File: src/rtl/serial_line_assembler_top_defines.svh
// assertion macros for the serial line assembler
// expects i_clk and i_rst_n in the scope where a macro is used
`ifndef SERIAL_LINE_ASSEMBLER_TOP_DEFINES_SVH
`define SERIAL_LINE_ASSEMBLER_TOP_DEFINES_SVH

// property checked on every rising edge outside reset
`define SLA_ASSERT(lbl, prop, msg) \
    lbl: assert property (@(posedge i_clk) disable iff (!i_rst_n) prop) \
        else $error(msg);

// antecedent implies consequent in the same cycle
`define SLA_ASSERT_IMPLY(lbl, ante, cons, msg) \
    `SLA_ASSERT(lbl, (ante) |-> (cons), msg)

`endif

File: src/rtl/sla_pkg.sv
// shared types, codes and constants for the serial line assembler
// no dependencies
package sla_pkg;

    localparam int LINE_SIZE_DEF = 64;
    localparam int LINE_SIZE_MAX = 64;
    localparam int CMD_LEN_W     = $clog2(LINE_SIZE_MAX + 1);
    localparam int CMD_DEPTH     = 2;
    localparam int KIND_W        = 2;
    localparam int CHAR_W        = 8;
    localparam int IN_TDATA_W    = 8;
    localparam int OUT_TDATA_W   = 8;

    localparam logic [7:0] CH_LOW  = 8'h20;
    localparam logic [7:0] CH_HIGH = 8'h7E;
    localparam logic [7:0] CH_CR   = 8'h0D;
    localparam logic [7:0] CH_LF   = 8'h0A;
    localparam logic [7:0] CH_BS   = 8'h08;

    typedef enum logic [KIND_W-1:0] {
        KIND_CHAR     = 2'd0,
        KIND_EMPTY    = 2'd1,
        KIND_OVERFLOW = 2'd2
    } t_kind;

    typedef enum logic {
        OP_LINE     = 1'b0,
        OP_OVERFLOW = 1'b1
    } t_op;

    typedef struct packed {
        t_op                  op;
        logic [CMD_LEN_W-1:0] len;
    } t_cmd;

endpackage

File: src/rtl/sla_front.sv
// front end: accepts bytes, edits the line store and queues line and overflow commands
// depends on sla_pkg
module sla_front #(
    parameter int  LINE_SIZE = sla_pkg::LINE_SIZE_DEF,
    localparam int ADDR_W    = $clog2(LINE_SIZE)
) (
    input  logic                            i_clk,
    input  logic                            i_rst_n,
    input  logic                            i_s_tvalid,
    output logic                            o_s_tready,
    input  logic [sla_pkg::IN_TDATA_W-1:0]  i_s_tdata,
    output logic                            o_push,
    output sla_pkg::t_cmd                   o_cmd,
    input  logic                            i_fifo_full,
    input  logic                            i_line_done,
    input  logic [ADDR_W-1:0]               i_rd_addr,
    output logic [sla_pkg::CHAR_W-1:0]      o_rd_data
);
    import sla_pkg::*;

    localparam int FILL_W = $clog2(LINE_SIZE + 1);

    logic [CHAR_W-1:0] r_mem [LINE_SIZE];
    logic [CHAR_W-1:0] r_rd_a;
    logic [CHAR_W-1:0] r_rd_b;

    logic [FILL_W-1:0] r_fill, n_fill;
    logic              r_last_cr, n_last_cr;
    logic              r_reload, n_reload;
    logic              r_line_wait, n_line_wait;

    logic              accept;
    logic              is_term;
    logic              is_full;
    logic              is_store;
    logic              wr_en;
    logic [7:0]        c;
    logic [FILL_W-1:0] fill_m2;
    logic [ADDR_W-1:0] rd_a_addr;

    assign c          = i_s_tdata;
    assign o_s_tready = !r_reload && !r_line_wait && !i_fifo_full;
    assign accept     = i_s_tvalid && o_s_tready;
    assign is_term    = (c == CH_LF) && (r_fill != '0) && r_last_cr;
    assign is_full    = r_fill >= FILL_W'(LINE_SIZE);
    assign is_store   = ((c >= CH_LOW) && (c <= CH_HIGH)) || (c == CH_CR);
    assign fill_m2    = r_fill - FILL_W'(2);
    assign rd_a_addr  = fill_m2[ADDR_W-1:0];
    assign o_rd_data  = r_rd_b;

    always_comb begin
        n_fill      = r_fill;
        n_last_cr   = r_last_cr;
        n_reload    = 1'b0;
        n_line_wait = r_line_wait;
        o_push      = 1'b0;
        o_cmd       = '{op: OP_LINE, len: '0};
        wr_en       = 1'b0;

        // byte before the new end of line comes back from the store
        if (r_reload) begin
            n_last_cr = (r_rd_a == CH_CR);
        end
        if (i_line_done) begin
            n_line_wait = 1'b0;
        end

        if (accept) begin
            if (is_term) begin
                o_push      = 1'b1;
                o_cmd.op    = OP_LINE;
                o_cmd.len   = CMD_LEN_W'(r_fill - 1'b1);
                n_fill      = '0;
                n_line_wait = 1'b1;
            end else if (c == CH_BS) begin
                if (r_fill != '0) begin
                    n_fill = r_fill - 1'b1;
                    if (r_fill > FILL_W'(1)) begin
                        n_reload = 1'b1;
                    end
                end
            end else if (is_full) begin
                o_push   = 1'b1;
                o_cmd.op = OP_OVERFLOW;
                n_fill   = '0;
            end else if (is_store) begin
                wr_en     = 1'b1;
                n_fill    = r_fill + 1'b1;
                n_last_cr = (c == CH_CR);
            end
        end
    end

    always_ff @(posedge i_clk) begin
        if (!i_rst_n) begin
            r_fill      <= '0;
            r_last_cr   <= 1'b0;
            r_reload    <= 1'b0;
            r_line_wait <= 1'b0;
        end else begin
            r_fill      <= n_fill;
            r_last_cr   <= n_last_cr;
            r_reload    <= n_reload;
            r_line_wait <= n_line_wait;
        end
    end

    // line store: one write port, two registered read ports
    always_ff @(posedge i_clk) begin
        if (wr_en) begin
            r_mem[r_fill[ADDR_W-1:0]] <= c;
        end
        r_rd_a <= r_mem[rd_a_addr];
        r_rd_b <= r_mem[i_rd_addr];
    end

endmodule

File: src/rtl/sla_cmd_fifo.sv
// short command queue between front end and back end
// depends on sla_pkg
module sla_cmd_fifo (
    input  logic          i_clk,
    input  logic          i_rst_n,
    input  logic          i_push,
    input  sla_pkg::t_cmd i_cmd,
    input  logic          i_pop,
    output sla_pkg::t_cmd o_cmd,
    output logic          o_empty,
    output logic          o_full
);
    import sla_pkg::*;

    localparam int PTR_W = (CMD_DEPTH > 1) ? $clog2(CMD_DEPTH) : 1;
    localparam int CNT_W = $clog2(CMD_DEPTH + 1);

    t_cmd             r_slot [CMD_DEPTH];
    logic [PTR_W-1:0] r_wr_ptr, r_rd_ptr;
    logic [CNT_W-1:0] r_count;
    logic             do_push;
    logic             do_pop;

    assign o_empty = (r_count == '0);
    assign o_full  = (r_count == CNT_W'(CMD_DEPTH));
    assign o_cmd   = r_slot[r_rd_ptr];
    assign do_push = i_push && !o_full;
    assign do_pop  = i_pop && !o_empty;

    function automatic logic [PTR_W-1:0] ptr_inc(input logic [PTR_W-1:0] p);
        if (p == PTR_W'(CMD_DEPTH - 1)) begin
            return '0;
        end
        return p + 1'b1;
    endfunction

    always_ff @(posedge i_clk) begin
        if (!i_rst_n) begin
            r_wr_ptr <= '0;
            r_rd_ptr <= '0;
            r_count  <= '0;
        end else begin
            if (do_push) begin
                r_wr_ptr <= ptr_inc(r_wr_ptr);
            end
            if (do_pop) begin
                r_rd_ptr <= ptr_inc(r_rd_ptr);
            end
            if (do_push && !do_pop) begin
                r_count <= r_count + 1'b1;
            end else if (do_pop && !do_push) begin
                r_count <= r_count - 1'b1;
            end
        end
    end

    always_ff @(posedge i_clk) begin
        if (do_push) begin
            r_slot[r_wr_ptr] <= i_cmd;
        end
    end

endmodule

File: src/rtl/sla_back.sv
// back end: carries out queued commands and drives the registered result stream
// depends on sla_pkg; reads the line store held in sla_front
module sla_back #(
    parameter int  LINE_SIZE = sla_pkg::LINE_SIZE_DEF,
    localparam int ADDR_W    = $clog2(LINE_SIZE)
) (
    input  logic                            i_clk,
    input  logic                            i_rst_n,
    input  sla_pkg::t_cmd                   i_cmd,
    input  logic                            i_empty,
    output logic                            o_pop,
    output logic [ADDR_W-1:0]               o_rd_addr,
    input  logic [sla_pkg::CHAR_W-1:0]      i_rd_data,
    output logic                            o_line_done,
    output logic                            o_draining,
    output logic                            o_m_tvalid,
    input  logic                            i_m_tready,
    output logic [sla_pkg::OUT_TDATA_W-1:0] o_m_tdata,
    output logic [sla_pkg::KIND_W-1:0]      o_m_tuser,
    output logic                            o_m_tlast
);
    import sla_pkg::*;

    localparam int FILL_W = $clog2(LINE_SIZE + 1);

    typedef enum logic {
        ST_IDLE,
        ST_DRAIN
    } t_state;

    t_state            r_state;
    logic [FILL_W-1:0] r_idx;
    logic [FILL_W-1:0] r_len;
    logic              r_m_valid;
    t_kind             r_kind;
    logic [CHAR_W-1:0] r_char;
    logic              r_last;

    logic              slot_free;
    logic              line_end;
    logic              empty_line;
    logic              out_load;
    logic [FILL_W-1:0] idx_inc;
    logic [FILL_W-1:0] rd_idx;

    assign slot_free  = !r_m_valid || i_m_tready;
    assign idx_inc    = r_idx + 1'b1;
    assign line_end   = (idx_inc == r_len);
    assign o_pop      = (r_state == ST_IDLE) && !i_empty && slot_free;
    assign empty_line = (i_cmd.op == OP_LINE) && (i_cmd.len == '0);
    assign o_draining = (r_state == ST_DRAIN);

    // output register takes a new item this cycle
    assign out_load = (o_pop && ((i_cmd.op == OP_OVERFLOW) || empty_line))
                   || ((r_state == ST_DRAIN) && slot_free);

    // prefetch: address runs one ahead whenever a character leaves
    assign rd_idx    = (r_state == ST_DRAIN && slot_free) ? idx_inc : r_idx;
    assign o_rd_addr = (r_state == ST_IDLE) ? '0 : rd_idx[ADDR_W-1:0];

    assign o_line_done = (o_pop && empty_line)
                      || ((r_state == ST_DRAIN) && slot_free && line_end);

    assign o_m_tvalid = r_m_valid;
    assign o_m_tlast  = r_last;
    assign o_m_tdata  = r_char;
    assign o_m_tuser  = r_kind;

    always_ff @(posedge i_clk) begin
        if (!i_rst_n) begin
            r_state   <= ST_IDLE;
            r_m_valid <= 1'b0;
        end else begin
            if (out_load) begin
                r_m_valid <= 1'b1;
            end else if (i_m_tready) begin
                r_m_valid <= 1'b0;
            end
            case (r_state)
                ST_IDLE: begin
                    if (o_pop) begin
                        if (i_cmd.op == OP_OVERFLOW) begin
                            r_kind    <= KIND_OVERFLOW;
                            r_char    <= '0;
                            r_last    <= 1'b1;
                        end else if (empty_line) begin
                            r_kind    <= KIND_EMPTY;
                            r_char    <= '0;
                            r_last    <= 1'b1;
                        end else begin
                            r_state <= ST_DRAIN;
                            r_idx   <= '0;
                            r_len   <= i_cmd.len[FILL_W-1:0];
                        end
                    end
                end
                ST_DRAIN: begin
                    if (slot_free) begin
                        r_kind    <= KIND_CHAR;
                        r_char    <= i_rd_data;
                        r_last    <= line_end;
                        r_idx     <= idx_inc;
                        if (line_end) begin
                            r_state <= ST_IDLE;
                        end
                    end
                end
                default: begin
                    r_state <= ST_IDLE;
                end
            endcase
        end
    end

endmodule

File: src/rtl/serial_line_assembler_top.sv
// top level of the serial line assembler: front end, command queue, back end
// depends on sla_pkg, sla_front, sla_cmd_fifo, sla_back and the assertion macro header
//
// usage
//   slave channel: one received console byte per item in i_s_tdata[7:0]
//   master channel: result items, tuser[1:0] kind (0 char, 1 empty line, 2 overflow),
//   tdata[7:0] line character (zero unless kind is char), tlast on the last item of a run
//   printable bytes and carriage return go into the line store, backspace drops the
//   last stored byte, a line feed after a stored carriage return ends the line and
//   the line comes out without that carriage return; any byte into a full store but
//   a backspace or a line-ending line feed gives one overflow item and empties the line
// timing
//   storing bytes are taken one per cycle while tready is high; a backspace that
//   leaves one or more bytes holds tready low while the store reads back the byte
//   before the new end; a status item passes the command queue and the output register,
//   a line's characters also the drain state, then go one per cycle while taken
//   from a line feed that ends a line until its last character is in the output
//   register the slave channel is held off, as the store's read port drains the line
// reset and stall
//   reset empties the line, the command queue and the output register
//   a stalled receiver holds the output register; bytes are still taken until a line
//   end waits for its drain or the two-entry command queue fills, then tready drops
`include "serial_line_assembler_top_defines.svh"

module serial_line_assembler_top #(
    parameter int LINE_SIZE = sla_pkg::LINE_SIZE_DEF
) (
    input  logic                            i_clk,
    input  logic                            i_rst_n,
    // slave side, tdata: [7:0] rx_byte
    input  logic                            i_s_tvalid,
    output logic                            o_s_tready,
    input  logic [sla_pkg::IN_TDATA_W-1:0]  i_s_tdata,
    // master side, tdata: [7:0] line_char
    output logic                            o_m_tvalid,
    input  logic                            i_m_tready,
    output logic [sla_pkg::OUT_TDATA_W-1:0] o_m_tdata,
    // master side, tuser: [1:0] kind
    output logic [sla_pkg::KIND_W-1:0]      o_m_tuser,
    output logic                            o_m_tlast
);
    import sla_pkg::*;

    localparam int ADDR_W = $clog2(LINE_SIZE);

    // command path front to back
    logic              w_push;
    t_cmd              w_push_cmd;
    logic              w_pop;
    t_cmd              w_pop_cmd;
    logic              w_empty;
    logic              w_full;

    // line store read port used by the back end
    logic [ADDR_W-1:0] w_rd_addr;
    logic [CHAR_W-1:0] w_rd_data;

    // back end status
    logic              w_line_done;
    logic              w_draining;

    sla_front #(
        .LINE_SIZE (LINE_SIZE)
    ) u_front (
        .i_clk       (i_clk),
        .i_rst_n     (i_rst_n),
        .i_s_tvalid  (i_s_tvalid),
        .o_s_tready  (o_s_tready),
        .i_s_tdata   (i_s_tdata),
        .o_push      (w_push),
        .o_cmd       (w_push_cmd),
        .i_fifo_full (w_full),
        .i_line_done (w_line_done),
        .i_rd_addr   (w_rd_addr),
        .o_rd_data   (w_rd_data)
    );

    sla_cmd_fifo u_fifo (
        .i_clk   (i_clk),
        .i_rst_n (i_rst_n),
        .i_push  (w_push),
        .i_cmd   (w_push_cmd),
        .i_pop   (w_pop),
        .o_cmd   (w_pop_cmd),
        .o_empty (w_empty),
        .o_full  (w_full)
    );

    sla_back #(
        .LINE_SIZE (LINE_SIZE)
    ) u_back (
        .i_clk       (i_clk),
        .i_rst_n     (i_rst_n),
        .i_cmd       (w_pop_cmd),
        .i_empty     (w_empty),
        .o_pop       (w_pop),
        .o_rd_addr   (w_rd_addr),
        .i_rd_data   (w_rd_data),
        .o_line_done (w_line_done),
        .o_draining  (w_draining),
        .o_m_tvalid  (o_m_tvalid),
        .i_m_tready  (i_m_tready),
        .o_m_tdata   (o_m_tdata),
        .o_m_tuser   (o_m_tuser),
        .o_m_tlast   (o_m_tlast)
    );

    // the store must not change while a line is read out of it
    `SLA_ASSERT_IMPLY(a_no_accept_while_draining, w_draining, !o_s_tready, "byte taken in drain")

    // the front end never pushes into a full queue
    `SLA_ASSERT_IMPLY(a_no_push_when_full, w_push, !w_full, "command pushed into full queue")

    // empty-line and overflow items are single-item runs with a zero character
    `SLA_ASSERT_IMPLY(a_status_item_form, o_m_tvalid && (o_m_tuser != KIND_CHAR), o_m_tlast && (o_m_tdata == '0), "bad status item")

endmodule

File: config.mk
export PLATFORM = sky130hd
export DESIGN_NAME = serial_line_assembler_top
export DESIGN_NICKNAME = d
export VERILOG_FILES = /design/src/rtl/sla_pkg.sv /design/src/rtl/sla_front.sv /design/src/rtl/sla_cmd_fifo.sv /design/src/rtl/sla_back.sv /design/src/rtl/serial_line_assembler_top.sv
export VERILOG_INCLUDE_DIRS = /design/src /design/src/rtl
export SDC_FILE = /design/constraint.sdc
export NUM_CORES = 1
export LEC_CHECK = 0
export BUFFER_PORTS_ARGS = -buffer_cell sky130_fd_sc_hd__buf_2
export CELL_PAD_IN_SITES_DETAIL_PLACEMENT = 1
export CELL_PAD_IN_SITES_GLOBAL_PLACEMENT = 1
export CORE_MARGIN = 8
export CORE_UTILIZATION = 55
export DETAILED_ROUTE_END_ITERATION = 16
export PLACE_DENSITY = 0.81
export SYNTH_ARGS = -nofsm -noshare
export SYNTH_HDL_FRONTEND = slang
export SYNTH_SLANG_ARGS = --single-unit
File: constraint.sdc
create_clock -name i_clk -period 4.2 [get_ports i_clk]
set_input_delay 0.21 -clock i_clk [delete_from_list [all_inputs] [get_ports i_clk]]
set_output_delay 0.21 -clock i_clk [all_outputs]
set_load 0.01 [all_outputs]
After elaboration in Yosys (flattened, before gate mapping)
Memory sizes are Yosys's and may differ from the RTL's. A register that Yosys moved wholly into a read port is not among the register bits.
Index checks and enable logic that the tools add are counted.
{"block": "word_totals", "register_bits": 41, "ramBits": 528, "input_bits": 12, "output_inout_bits": 13, "elab_cells": 162, "mem_count": 2}
{"memory": "u_front.r_mem", "words": 64, "width": 8, "read_ports": 2, "rd_clocked_by_memory_dff": 2, "write_ports": 1, "line": "sla_front.sv:23", "rtl": "logic [CHAR_W-1:0] r_mem [LINE_SIZE];"}
{"memory": "u_fifo.r_slot", "words": 2, "width": 8, "read_ports": 1, "rd_clocked_by_memory_dff": 1, "write_ports": 1, "line": "sla_cmd_fifo.sv:18", "rtl": "t_cmd r_slot [CMD_DEPTH];"}
{"block": "op_classes", "addsub": 8, "order_cmp": 4, "n_eq_ne": 12, "muxes": 75, "bitwise": 7, "reduce_logical": 40}
{"operator": "two-way mux 7 bit", "count": 10}
{"operator": "two-way mux 1 bit", "count": 47}
{"operator": "two-way mux 8 bit", "count": 5}
{"operator": "== test 8 x 4 -> 1 bit (second input constant)", "count": 4}
{"operator": "logical AND 1 bit", "count": 17}
{"operator": "one-hot mux 8 bit (2 select lines)", "count": 1}
{"operator": "adder 7 x 1 -> 7 bit (second input constant)", "count": 2}
{"operator": "one-hot mux 7 bit (2 select lines)", "count": 1}
{"operator": "two-way mux 2 bit", "count": 6}
{"operator": "two-way mux 6 bit", "count": 2}
{"operator": "AND reduction 5 bit", "count": 2}
{"operator": "greater-or-equal comparator 8 x 6 -> 1 bit (second input constant)", "count": 1}
{"operator": "less-or-equal comparator 8 x 7 -> 1 bit (second input constant)", "count": 1}
{"operator": "== test 7 bit", "count": 1}
{"operator": "greater-or-equal comparator 7 bit (second input constant)", "count": 1}
{"operator": "> comparator 7 x 1 -> 1 bit (second input constant)", "count": 1}
{"operator": "logical NOT 1 bit", "count": 7}
{"operator": "logical NOT 7 bit", "count": 1}
{"operator": "inverter 1 bit", "count": 7}
{"operator": "nonzero test 7 bit", "count": 1}
{"operator": "subtractor 7 x 1 -> 7 bit (second input constant)", "count": 1}
{"operator": "!= test 2 bit (second input constant)", "count": 3}
{"operator": "subtractor 6 x 2 -> 6 bit (second input constant)", "count": 1}
{"operator": "logical OR 1 bit", "count": 5}
{"operator": "15 further kinds", "count": 18}

Longest topological paths before layout
{"block": "logic_depth", "word_depth": 10, "ltp_mapped": 14, "depth_no_buf": 11}

By module
From an unflattened synthesis, not the netlist that was laid out.
{"block": "unflattened", "hier_cells": 1654, "area_unflattened_um2": 27934.3}
{"mod": "sla_front", "n_inst": 1, "cells_each": 1484, "area_each_um2": 25709.7, "seq_area_each_um2": 15895.2}
{"mod": "sla_back", "n_inst": 1, "cells_each": 119, "area_each_um2": 1421.4, "seq_area_each_um2": 790.8}
{"mod": "sla_cmd_fifo", "n_inst": 1, "cells_each": 51, "area_each_um2": 803.3, "seq_area_each_um2": 580.6}

Worst setup path before layout
Ideal clock, no wire load.
{"block": "synth_path", "kind": "flip-flop to flip-flop", "from": "register u_front.r_fill[1]", "to": "register u_front.r_rd_a[5], read port of u_front.r_mem", "setup_ns": 0.133, "arrival_ns": 3.239, "required_time_ns": 4.067, "setup_slack_ns": 0.829, "path_stages_with_launch": 12, "path_buffers": 5, "synth_period_minus_slack_ns": 3.371, "path_cell_list": "dfxtp_1 clkbuf_1 buf_1 buf_1 inv_1 ha_1 xor2_1 buf_4 buf_4 mux4_2 mux2i_1 a21oi_1"}
{"block": "synth_between", "elab_chain_cells": 1}
{"item": "start: declaration", "line": "sla_front.sv:27", "rtl": "logic [FILL_W-1:0] r_fill, n_fill;"}
{"item": "start signal: assignment", "line": "sla_front.sv:101", "rtl": "r_fill <= n_fill;"}
{"item": "subtractor 6 x 2 -> 6 bit", "line": "sla_front.sv:47", "rtl": "assign fill_m2 = r_fill - FILL_W'(2);"}
{"item": "end: declaration", "line": "sla_front.sv:24", "rtl": "logic [CHAR_W-1:0] r_rd_a;"}
Every way passes these cells.
A chain may end at the register's enable or synchronous reset.

Worst setup path after layout
{"block": "layout_path", "from": "register u_back.r_idx[0]", "to": "register u_front.r_rd_b[1], in the netlist u_front.o_rd_data[1], read port of u_front.r_mem"}
{"block": "layout_between", "elab_chain_cells": 3}
{"item": "start: declaration", "line": "sla_back.sv:32", "rtl": "logic [FILL_W-1:0] r_idx;"}
{"item": "start signal: assignment", "line": "sla_back.sv:102", "rtl": "r_idx <= idx_inc;"}
{"item": "adder 7 x 1 -> 7 bit", "line": "sla_back.sv:47", "rtl": "assign idx_inc = r_idx + 1'b1;"}
{"item": "net u_back.idx_inc[1]", "line": "sla_back.sv:43", "rtl": "logic [FILL_W-1:0] idx_inc;"}
{"item": "two-way mux 6 bit", "line": "sla_back.sv:58", "rtl": "assign rd_idx = (r_state == ST_DRAIN && slot_free) ? idx_inc : r_idx;"}
{"item": "two-way mux 6 bit", "line": "sla_back.sv:59", "rtl": "assign o_rd_addr = (r_state == ST_IDLE) ? '0 : rd_idx[ADDR_W-1:0];"}
{"item": "end: declaration", "line": "sla_front.sv:25", "rtl": "logic [CHAR_W-1:0] r_rd_b;"}
The timed path passes the listed nets, and every way through them passes these cells.

==> impl_metrics.toml <==
[setup_path]
cpMostUsedCell = "mux2i_1"
cp-end-kind = "register"
path_cells = "ha_1 -> a21o_2 -> buf_4 -> mux2i_1 -> mux2i_1 -> a22oi_1 -> nand4_1 -> and3_1"
r2r.worst_path.cells = 8
max_stage_delay_ns = 0.80
r2r-end = "u_front.o_rd_data[1]"
path_buf_inv = 1
r2r-start = "u_back.r_idx[0]"
critPathSlowestCell = "a21o_2"
worstPathArrival_ns = 4.32
crit_fanout = 29
worstPathRequired_ns = 4.73
crit_family = "compound AO/OA/AOI/OAI gates"
path_class = "reg -> reg"
rrSetupSlack_ns = 0.42
cp-start-kind = "register"

[pwr]
p_leak_nw = 10.4
vdd_ir_drop_max_uv = 389
power_density_nw_per_um2 = 437
p_total_mw = 13.7

[sta]
finalSetupTns_ns = 0
layout_min_cycle_time_ns = 3.78
slew_violations = 0
hold_viol = 0
tightest_slew_ns = 1.34
rsz0062_at_grt = "false"
skew_ns = 0.0262
fmax_mhz = 264
fin_crit_sh = 0.901
slew_headroom = 0.101
finalSetupViolCount = 0

[status]
run_status = "finished, final reports clean"

[placed_design]
dp_hpwl_um = 58500
numPortBuffers = 24
place.gp.congestion = 0.885
dpl_cell_area_um2 = 29400

[route]
drt_iter0_drc = 2438
ant_nets = 0
viasPerCell = 7.18
drc = 0
drt_pass1_iterations = 5
wl_um = 90500
vias = 18300
routedWlPerCell_um = 35.4

[cts]
cts_sinks = 586
clk_latency_ns = 0.64
clk_path_buf_depth = 3
clkSlewWorstSetupHoldPaths_ns = 0.07
cts_setup_buffers = 0
cts_buffers = 60
root_buffer = "clkbuf_16"
cts_hold_buf = 4
cts_tree = "done"
cts_htree_levels = 2
cts-resized-gates = 0

[synth]
seq_area_frac_synth = 0.616
synth_cells = 1745
synth-seq-cells = 586
syn-cell-area_um2 = 28000
syn-num-nets = 1768
synth_edf_count = 553
avgSynthCellArea_um2 = 16.1
ys.flop_type = "edfxtp_1"
yosysWarnings = 0
synth_cell_type_count = 83
async_flop_share = 0

[global_routing]
antenna_found_initial = 10
grt_pass1_vias = 18900
grt.total_usage = 0.303
grt-ovfl-total = 0
grt_first_pass_wirelength_um = 132000
grt_max_degree = 134

[layout]
area_growth_pct = 11.6
fin_nets = 1854
drive_gt1_frac = 0.248
stdcell_area_um2 = 31300

[floorplan]
die_w_um = 242
die_height_um = 242
ios = 25
coreArea_um2 = 50300
row_count = 82
die-area_um2 = 58500
start_util = 0.558

[hold_path]
holdPathEnd = "u_front.r_mem[46][3]"
hold_class = "in -> reg"
min_from = "i_s_tdata[3]"
holdPathStages = 1

[run]
drv_cap = 0
## state kept, by name, summed over array words and instances (netlist names), named ones only
name and count:
u_back.o_draining 1, u_back.o_m_tdata 8, u_back.o_m_tlast 1, u_back.o_m_tuser 2, u_back.o_m_tvalid 1, u_back.r_idx 7
u_back.r_len 7, u_fifo.r_count 2, u_fifo.r_rd_ptr 1, u_fifo.r_slot 16, u_fifo.r_wr_ptr 1, u_front.o_rd_data 8
u_front.r_fill 7, u_front.r_last_cr 1, u_front.r_line_wait 1, u_front.r_mem 512, u_front.r_rd_a 8, u_front.r_reload 1
## per-layer routing
| layer | vias to the layer above | global-route usage | wire, um |
|---|---|---|---|
| li1 | 7248 | - | - |
| met3 | 251 | 0.0685 | 9160 |
| met4 | 10 | 0.136 | 4460 |
| met2 | 1264 | 0.489 | 43400 |
| met1 | 9554 | 0.394 | 33400 |
| met5 | - | 0 | 79 |
## per-stage QoR
stage                util  cells  hold slack (ns)  worst slack (ns)
floorplan               -   1745            0.309             0.829
CTS                 0.623   2550         0.000693             0.519
finish              0.623   2553           0.0170             0.417
global placement    0.584   2437            0.468             0.678
global route        0.623   2550           0.0129             0.340
detailed placement  0.584   2437            0.475             0.546
## logic make-up (layout without fill, tap and decap cells)
family,count (synthesis),in the layout,synth area share
other,0,3,0
multiplexers,352,352,0.219
adder cells (fa/ha/maj),11,11,0.00491
AO/OA/AOI/OAI,201,201,0.0512
buffers and inverters,137,270,0.0254
XOR/XNOR,27,27,0.00910
AND/OR/NAND/NOR,431,431,0.0749
flip-flops,586,586,0.616
## layout by cell type, fill, tap and decap left out, types with 6 or more instances in the layout
master	n
inv_1	17
buf_12	7
dfxtp_1	31
mux2_2	11
nor2b_1	13
edfxtp_1	553
nor2_1	98
o21a_1	10
a32oi_1	7
mux4_2	203
clkbuf_16	61
o211ai_1	8
o22ai_1	18
a22oi_1	7
a211oi_1	34
o21ai_0	11
a21oi_1	41
ha_1	11
xor2_1	9
a311oi_1	10
nand4_1	13
and3_1	18
a31oi_1	12
mux2i_1	134
clkinv_1	10
nor4_1	6
nand3_1	57
buf_4	106
buf_2	24
nor3_1	8
xnor2_1	15
clkinv_2	8
clkbuf_1	19
o22a_1	6
nand2_1	157
and2_1	16
## where the power goes
| part | switching (mW) | internal (mW) | leakage, nW |
|---|---|---|---|
| combinational | 1.14 | 0.752 | 4.28 |
| clock | 2.27 | 2.96 | 0.914 |
| sequential | 0.0859 | 6.49 | 5.22 |
| total | 3.50 | 10.2 | 10.4 |
## cells in the mapped netlist (all sizes together), types with 3 or more instances
cell type | count | share of area
edfxtp | 553 | 0.59
mux4 | 207 | 0.17
nand2 | 159 | 0.021
mux2i | 134 | 0.048
nor2 | 101 | 0.014
buf | 76 | 0.017
nand3 | 58 | 0.011
a21oi | 42 | 0.0075
clkbuf | 41 | 0.0055
a211oi | 34 | 0.0091
dfxtp | 33 | 0.024
and3 | 18 | 0.0040
inv | 18 | 0.0024
o22ai | 18 | 0.0040
xnor2 | 17 | 0.0060
and2 | 16 | 0.0036
o21ai | 15 | 0.0036
nor2b | 14 | 0.0034
nand4 | 13 | 0.0029
a31oi | 12 | 0.0027
ha | 11 | 0.0049
mux2 | 11 | 0.0044
a311oi | 10 | 0.0031
o21a | 10 | 0.0027
xor2 | 10 | 0.0031
nor4 | 9 | 0.0030
nor3 | 8 | 0.0014
o211ai | 8 | 0.0021
a22oi | 7 | 0.0019
a32oi | 7 | 0.0022
a21boi | 6 | 0.0017
o22a | 6 | 0.0019
o311ai | 6 | 0.0019
or3 | 6 | 0.0015
or4 | 6 | 0.0020
nand2b | 5 | 0.0014
nor4bb | 5 | 0.0018
a2111oi | 3 | 0.00094
nor3b | 3 | 0.00080
## area by class of cell
type / count / area, um2
inverters: 20 / 75.1
clock buffers: 83 / 1640
fillers: 4461 / 19000
repair buffers: 141 / 1100
multi-input cells: 1022 / 10100
diodes: 3 / 7.51
clock inverters: 26 / 240
well taps: 672 / 841
flip-flops and latches: 586 / 17300
## worst max path at each step
stage | start | end | slack, ns | cells past startpoint
2_1_floorplan | u_front.r_fill[1] | u_front.r_rd_a[5] | 0.83 | 11
3_3_place_gp | u_back.r_idx[0] | u_front.o_rd_data[0] | 0.68 | 8
3_5_place_dp | u_back.r_idx[0] | u_front.o_rd_data[0] | 0.55 | 8
4_1_cts | u_back.r_idx[0] | u_front.o_rd_data[0] | 0.52 | 8
5_1_grt | u_back.r_idx[0] | u_front.o_rd_data[0] | 0.34 | 9
6_report | u_back.r_idx[0] | u_front.o_rd_data[1] | 0.42 | 8
Note: power is estimated with default switching activity, not from simulation.
